File: src/hw/rtl/vspe_pkg.sv
// ----------------------------------------------------------------------------
// vspe_pkg
// Shared types and constants for the vertex set permutation equivalence block.
// ----------------------------------------------------------------------------
package vspe_pkg;

    // field widths fixed by the transaction format
    localparam int SET_W       = 64;
    localparam int MAP_IDX_W   = 8;
    localparam int VTX_W       = 6;
    localparam int VCOUNT_W    = 7;
    localparam int MCOUNT_W    = 9;
    localparam int CFG_DATA_W  = 9;
    localparam int CFG_IDX_W   = 1;

    // item kinds
    localparam logic KIND_LOAD    = 1'b0;
    localparam logic KIND_COMPARE = 1'b1;

    // configuration register indexes
    localparam logic [CFG_IDX_W-1:0] CFG_VERTEX_COUNT = 1'b0;
    localparam logic [CFG_IDX_W-1:0] CFG_MAP_COUNT    = 1'b1;

    // configuration reset values
    localparam logic [VCOUNT_W-1:0] VERTEX_COUNT_RST = 7'd64;
    localparam logic [MCOUNT_W-1:0] MAP_COUNT_RST    = 9'd0;

    // input transaction
    typedef struct packed {
        logic                 kind;
        logic [MAP_IDX_W-1:0] map_index;
        logic [VTX_W-1:0]     vertex_index;
        logic [VTX_W-1:0]     vertex_image;
        logic [SET_W-1:0]     set_one;
        logic [SET_W-1:0]     set_two;
    } t_in_item;

    // result transaction
    typedef struct packed {
        logic                 equivalent;
        logic                 by_map;
        logic [MAP_IDX_W-1:0] matching_map;
    } t_out_item;

    // control for the image unit, aligned with the table read data
    typedef struct packed {
        logic valid;
        logic first;
        logic last;
        logic sel;
    } t_img_ctl;

endpackage

File: src/hw/rtl/vspe_image_unit.sv
// ----------------------------------------------------------------------------
// vspe_image_unit
// Builds the set image of one mask under one map, one vertex per cycle, and
// compares the finished image with the target mask.
// ----------------------------------------------------------------------------
module vspe_image_unit (
    input  logic                      i_clk,
    input  vspe_pkg::t_img_ctl        i_ctl,
    input  logic [vspe_pkg::VTX_W-1:0] i_image,
    input  logic [vspe_pkg::SET_W-1:0] i_target,
    output logic                      o_match
);
    import vspe_pkg::*;

    logic [SET_W-1:0] r_img;
    logic [SET_W-1:0] n_img;
    logic [SET_W-1:0] img_bit;

    // one-hot of the image vertex, only when the source vertex is present
    always_comb begin
        img_bit = '0;
        if (i_ctl.sel) begin
            img_bit[i_image] = 1'b1;
        end
        n_img = (i_ctl.first ? '0 : r_img) | img_bit;
    end

    // accumulator
    always_ff @(posedge i_clk) begin
        if (i_ctl.valid) begin
            r_img <= n_img;
        end
    end

    // image complete on the last vertex of a map
    assign o_match = i_ctl.valid && i_ctl.last && (n_img == i_target);

endmodule

File: config.mk
export PLATFORM = sky130hd
export DESIGN_NAME = vspe_image_unit
export DESIGN_NICKNAME = d
export VERILOG_FILES = /design/src/hw/rtl/vspe_pkg.sv /design/src/hw/rtl/vspe_image_unit.sv
export SDC_FILE = /design/constraint.sdc
export NUM_CORES = 1
export LEC_CHECK = 0
export BUFFER_PORTS_ARGS = -buffer_cell sky130_fd_sc_hd__buf_2
export CORE_ASPECT_RATIO = 1.5
export CORE_UTILIZATION = 50
export DETAILED_ROUTE_END_ITERATION = 8
export PLACE_DENSITY = 0.83
export SLEW_MARGIN = 10
export SYNTH_ARGS = -nofsm -noshare
export SYNTH_HDL_FRONTEND = slang
export SYNTH_SLANG_ARGS = --single-unit
File: constraint.sdc
create_clock -name i_clk -period 4.5 [get_ports i_clk]
set_input_delay 0 -clock i_clk [delete_from_list [all_inputs] [get_ports i_clk]]
set_output_delay 0 -clock i_clk [all_outputs]
set_load 0.01 [all_outputs]
After elaboration in Yosys (flattened, before gate mapping)

Cells that the tools add are included.

Word-level logic and storage cells: 12
Register bits after elaboration: 64

Equality and inequality tests: 1
Muxes and demuxes: 4
Bitwise operators: 1
Reduce and logical (&&, ||, !) cells: 3
Magnitude comparators: 2

Operators by type and width:

| operator             | number |
|---|---|
| $mux W64             | 2 |
| $eq A64 B64 Y1       | 1 |
| $or A64 B64 Y64      | 1 |
| $lt A6 B7 Y1 const B | 1 |
| $demux W1 S6         | 1 |
| $ge A6 B1 Y1 const B | 1 |
| $logic_and A1 B1 Y1  | 3 |
| $mux W1              | 1 |

Longest topological paths before layout

Gate-level depths: netlist of the first run.

Depth in word-level cells: 8
Depth in mapped cells: 10

Least setup slack after synthesis of the first run

No wires, ideal clock.

Path type: register to output
Start: register r_img[4]
End: output port o_match
Data arrival time: 2099 ps
Setup slack: 2401 ps
Stages on the path, launching flop included: 7
Required time: 4500 ps
Buffers on the path: 0
Cells stage by stage: edfxtp_1 -> a222oi_1 -> o32ai_1 -> a2111oi_0 -> nand3_1 -> or4_1 -> nor4_2

Longest elaborated chain between the ends: 4

RTL lines:

| what                   | RTL line              | text |
|---|---|---|
| from (decl)            | vspe_image_unit.sv:15 | `logic [SET_W-1:0] r_img;` |
| from (signal assigned) | vspe_image_unit.sv:31 | `r_img <= n_img;` |
| $mux W64               | vspe_image_unit.sv:25 | `n_img = (i_ctl.first ? '0 : r_img) \| img_bit;` |
| $or A64 B64 Y64        | vspe_image_unit.sv:25 |  |
| $eq A64 B64 Y1         | vspe_image_unit.sv:36 | `assign o_match = i_ctl.valid && i_ctl.last && (n_img == i_target);` |
| $logic_and A1 B1 Y1    | vspe_image_unit.sv:36 |  |
| to (decl)              | vspe_image_unit.sv:11 | `output logic o_match` |

No other way between the ends.

Worst setup path in the final report of the first run

Ends and elaborated chain as after synthesis.

==> results.toml, run 1 <==
[setup_path]
crit_path_start_kind = "flip-flop"
r2r_start = "r_img[7]"
cp.required_ns = 4.50
worstSetupPathType = "reg -> out"
path_max_fanout = 2
timing.rr.end = "r_img[7]"
cp_data_arrival_time_ns = 2.86
rrSetupSlack_ns = 3.52
startpoint = "r_img[4]"
reg2reg_depth = 2
endpoint = "o_match"
end_kind = "output pin"

[clocking]
numCtsBuffers = 9
clock_latency_ns = 0.35
htree_levels = 3
clockBufferDepth = 2
clk_pin_slew_worst_paths_ns = 0.07
clkSinkCount = 64
cts_tree = "done"
post_cts_buffers = 0
cts_hold_buffers = 0
post_cts_resized = 0
root_buffer = "clkbuf_8"

[synth]
synth_edf_count = 64
synth_cell_type_count = 43
synth_area_per_cell_um2 = 12.1
synth_nets = 382
synth_top_area_cell = "edfxtp_1"
synth_top_area_share_pct = 51.9
yosysWarnings = 0
syn_inst = 307
async_reset_ff_share_pct = 0
yosysSeqAreaShare_pct = 51.9
ys_seq_elements = 64
netlist_area_um2 = 3700
ys_dominant_reg_cell = "edfxtp_1"
ys_top_cells_by_area = "edfxtp_1, o2bb2ai_1, xnor2_1, o22ai_1, xor2_1"

[final_layout]
largest_register = "r_img"
area_delta_synth_final_pct = 14.6
drive_gt1_share_pct = 26.1
antenna_cells = 0
fin_nets = 447
reg_top3 = "r_img: 64 flops"
n_fill_cell = 606
largest_reg_flops = 64
fin_area_um2 = 4240
instances_no_fill = 476

[min_path]
min_path_type = "in -> reg"
hold_depth = 2

[global_route]
grt_pass1_vias = 2872
grt_overflow = 0
grt_pass1_wl_mm = 14.5
antenna_found_initial = 0
grt_usage_pct = 25.5
grt_max_degree = 65

[timing]
hold-worst-slack_ns = 0.182
fmax_mhz = 349
period_share_pct = 63.6
max_slew.worst_pin.slew_ns = 0.843
tns_ns = 0
period_needed_ns = 2.86
rsz0062_at_grt = "false"
max-slew-margin-rel_pct = 43.7
slew_viol_final = 0
setup_violations = 0
hold_viol_final = 0
worst_slack_ns = 1.64
finClkSkew_ns = 0

[detailed_routing]
first_pass_iters = 6
drtIter0Drc = 300
drcViolationCount = 0
avgRoutedWirePerCell_um = 19.5
via_count = 2918
ant_nets = 0
viasPerCell = 6.13
drt-total-wl_mm = 9.29

[run]
drv_cap = 0

[pwr]
cellLeakagePower_uw = 0.00153
ir_worst_vdd_uv = 194
cellPowerDensity_nw_per_um2 = 309

[floorplan]
pin_count = 76
die_w_um = 72.3
rows = 38
dieArea_um2 = 7760
core_area_um2 = 7180
die_height_um = 107
start_util_pct = 51.6

[place]
placed_area_um2 = 4100
place.gp.congestion = 0.963
pre_cts_ws_ns = 1.80
port_buffers = 75
dp_hpwl_mm = 6.61
placedCellCount = 461

[outcome]
status = "completed"
==> per-layer routing <==
| layer | share of wire (%) | vias to the layer above | track usage, % |
|---|---|---|---|
| met5 | 0 | - | 0 |
| met4 | 3.8 | 0 | 15.5 |
| met3 | 7.5 | 28 | 4.31 |
| met2 | 50 | 174 | 42.1 |
| met1 | 39 | 1369 | 30.7 |
| li1 | - | 1347 | - |
==> cells in the mapped netlist, types with 3 or more instances <==
master and instances:
buf_4 6, edfxtp_1 64, nor2_1 6, xnor2_1 30, o221ai_1 4, nand4bb_1 3, o2bb2ai_1 49, o2111ai_1 3
nor4_1 4, xor2_1 15, buf_2 8, clkbuf_1 7, nor3_1 6, o32ai_1 3, inv_1 29, nand4_1 8
o22ai_1 26
==> layout make-up <==
class	count	area, um2	area share, %
flip-flops and latches	64	1920	45.3
clock inverters	2	7.51	0.177
clock buffers	13	139	3.27
inverters	30	113	2.65
repair buffers	76	383	9.02
well taps	100	125	2.95
multi-input cells	191	1550	36.6
==> worst max-delay path: stages, from the launching register on <==
cell	delay [ns]
edfxtp_1	0.39
a222oi_1	0.39
o32ai_1	0.17
a2111oi_0	0.39
nand3_1	0.13
or4_1	0.55
nor4_2	0.32
buf_2	0.18
==> power by group <==
group          total, uW  internal, uW  switching, uW
clock network        399           194            205
registers            710           698           11.5
logic                203          86.5            116
==> per-stage QoR <==
step | power [uW] | util, %
after CTS | 1320 | 59.1
after global routing | 1360 | 59.1
final | 1310 | 59.1
after detailed placement | 923 | 57.1
after global placement | 916 | 57.1
after floorplan | 843 | -
==> layout by cell type (no fill, tap or decap), drive strengths merged, types with 3 or more instances in the layout <==
master	n
clkbuf	13
nand4b	3
xor2	15
nand4	9
o32ai	3
o22ai	26
nor4	5
nand4bb	3
inv	30
a21oi	3
edfxtp	64
nor3	6
buf	76
o2bb2ai	50
o221ai	4
nor2	8
o2111ai	3
or3b	3
nand3b	3
xnor2	30
==> worst min-delay path by stage <==
stage / start / to / slack, ns
4_1_cts: i_ctl[2] / r_img[32] / 0.18
2_1_floorplan: i_ctl[3] / r_img[0] / 0.11
6_report: i_ctl[2] / r_img[40] / 0.18
3_5_place_dp: i_target[38] / o_match / 0.43
5_1_grt: i_ctl[2] / r_img[32] / 0.20
3_3_place_gp: i_target[38] / o_match / 0.44
==> cell families (layout without fill, tap and decap cells) <==
group	count (synthesis)	in the layout	share of synthesized area, %
multiplexers	1	1	0.270
flip-flops	64	64	51.9
AO/OA/AOI/OAI	97	97	21.4
AND/OR/NAND/NOR	48	48	9.66
buffers and inverters	52	121	6.15
XOR/XNOR	45	45	10.6
Power figures use the tool's default switching activity.
==> inputs of run 2 (changes only) <==
==> constraint.sdc (replaced) <==
create_clock -name i_clk -period 2.8 [get_ports i_clk]
set_input_delay 0 -clock i_clk [delete_from_list [all_inputs] [get_ports i_clk]]
set_output_delay 0 -clock i_clk [all_outputs]
set_load 0.01 [all_outputs]
==> results.toml, run 2 (synthesized netlist as in run 1, its figures left out) <==
[setup_path]
rrSetupSlack_ns = 1.83
worstSetupPathType = "reg -> out"
path_max_fanout = 2
cp.required_ns = 2.80
cp_data_arrival_time_ns = 2.67
crit_path_start_kind = "flip-flop"
end_kind = "output pin"

[timing]
max-slew-margin-rel_pct = 45.9
max_slew.worst_pin.slew_ns = 0.812
period_share_pct = 95.5
tns_ns = 0
rsz0062_at_grt = "false"
slew_viol_final = 0
worst_slack_ns = 0.125
hold-worst-slack_ns = 0.240
finClkSkew_ns = 0
fmax_mhz = 374
setup_violations = 0
hold_viol_final = 0
period_needed_ns = 2.67

[final_layout]
largest_reg_flops = 64
antenna_cells = 0
final_cell_mix = "buf_2, edfxtp_1, o2bb2ai_1, xnor2_1, inv_1"
drive_gt1_share_pct = 29.7
reg_top3 = "r_img: 64 flops"
fin_nets = 457
final_common_cell = "buf_2"
area_delta_synth_final_pct = 19.0
instances_no_fill = 487
largest_register = "r_img"

[place]
place.gp.congestion = 0.935
placedCellCount = 471
pre_cts_ws_ns = 0.337
port_buffers = 75
dp_hpwl_mm = 6.96

[pwr]
ir_worst_vdd_uv = 309
cellLeakagePower_uw = 0.00161
cellPowerDensity_nw_per_um2 = 537

[clocking]
clk_pin_slew_worst_paths_ns = 0.07
clkSinkCount = 64
htree_levels = 3
root_buffer = "clkbuf_8"
clockBufferDepth = 2
post_cts_buffers = 0
numCtsBuffers = 9
cts_tree = "done"
clock_latency_ns = 0.36

[floorplan]
pin_count = 76
rows = 38
die_w_um = 72.3
die_height_um = 107
dieArea_um2 = 7760
core_area_um2 = 7180
start_util_pct = 51.6

[global_route]
grt_pass1_wl_mm = 14.8
grt_pass1_vias = 2839
grt_max_degree = 65
grt_overflow = 0
grt_usage_pct = 26.1
antenna_found_initial = 0

[min_path]
min_path_type = "in -> reg"

[detailed_routing]
first_pass_iters = 5
ant_nets = 0
met2_length_mm = 4.83
drcViolationCount = 0
drtIter0Drc = 311
via_count = 2971
met3WireLength_um = 588
avgRoutedWirePerCell_um = 19.8
drt-total-wl_mm = 9.65
viasPerCell = 6.10
route.top_layer_used = "met4"
met1_length_mm = 3.90

[outcome]
status = "completed"

[run]
drv_cap = 0
## run 2: final timing paths
kind	from	end	depth (start not counted)
worst max-delay path	r_img[4]	o_match	7
worst min register to register	r_img[36]	r_img[36]	2
worst max register to register	r_img[55]	r_img[55]	2
worst min-delay path	i_ctl[2]	r_img[1]	3
## run 2: final cells by class
| cell class | count | area [um2] |
|---|---|---|
| clock inverter | 7 | 96.3 |
| clock buffer | 9 | 124 |
| inverter | 30 | 113 |
| sequential | 64 | 1920 |
| multi-input combinational | 191 | 1560 |
| timing repair buffer | 86 | 470 |
| tap | 100 | 125 |
| fill | 591 | 2770 |
## run 2: report_power, final
part	internal (uW)	leakage [uW]	switching (uW)	total (uW)
registers	1120	0.000654	18.4	1140
clock network	500	0.000101	387	886
logic	147	0.000852	193	340
total	1770	0.00161	598	2370
## run 2: metrics by stage
step | util, % | area (um2) | total power, uW
floorplan | - | 3700 | 1350
global placement | 58.3 | 4180 | 1490
detailed placement | 58.3 | 4180 | 1500
CTS | 61.3 | 4400 | 2360
global route | 61.4 | 4410 | 2440
finish | 61.4 | 4410 | 2370
## run 2: what timing repair did
| item | CTS | global route |
|---|---|---|
| hold buffers | 0 | 0 |
| resized for setup | 0 | 1 |
| endpoints found under the setup margin | 0 | 1 |
## run 2: metal layers
layer | up-vias | track usage, %
li1 | 1369 | -
met1 | 1422 | 33.3
met2 | 153 | 41.5
met3 | 27 | 5.34
met4 | 0 | 13.2
met5 | - | 0
## run 2: critical path, stage by stage (launching register included)
cell and delay [ns]:
edfxtp_1 0.41, a222oi_1 0.34, o32ai_1 0.14, a2111oi_1 0.26
nand3_1 0.10, or4_1 0.54, nor4_2 0.33, buf_2 0.19
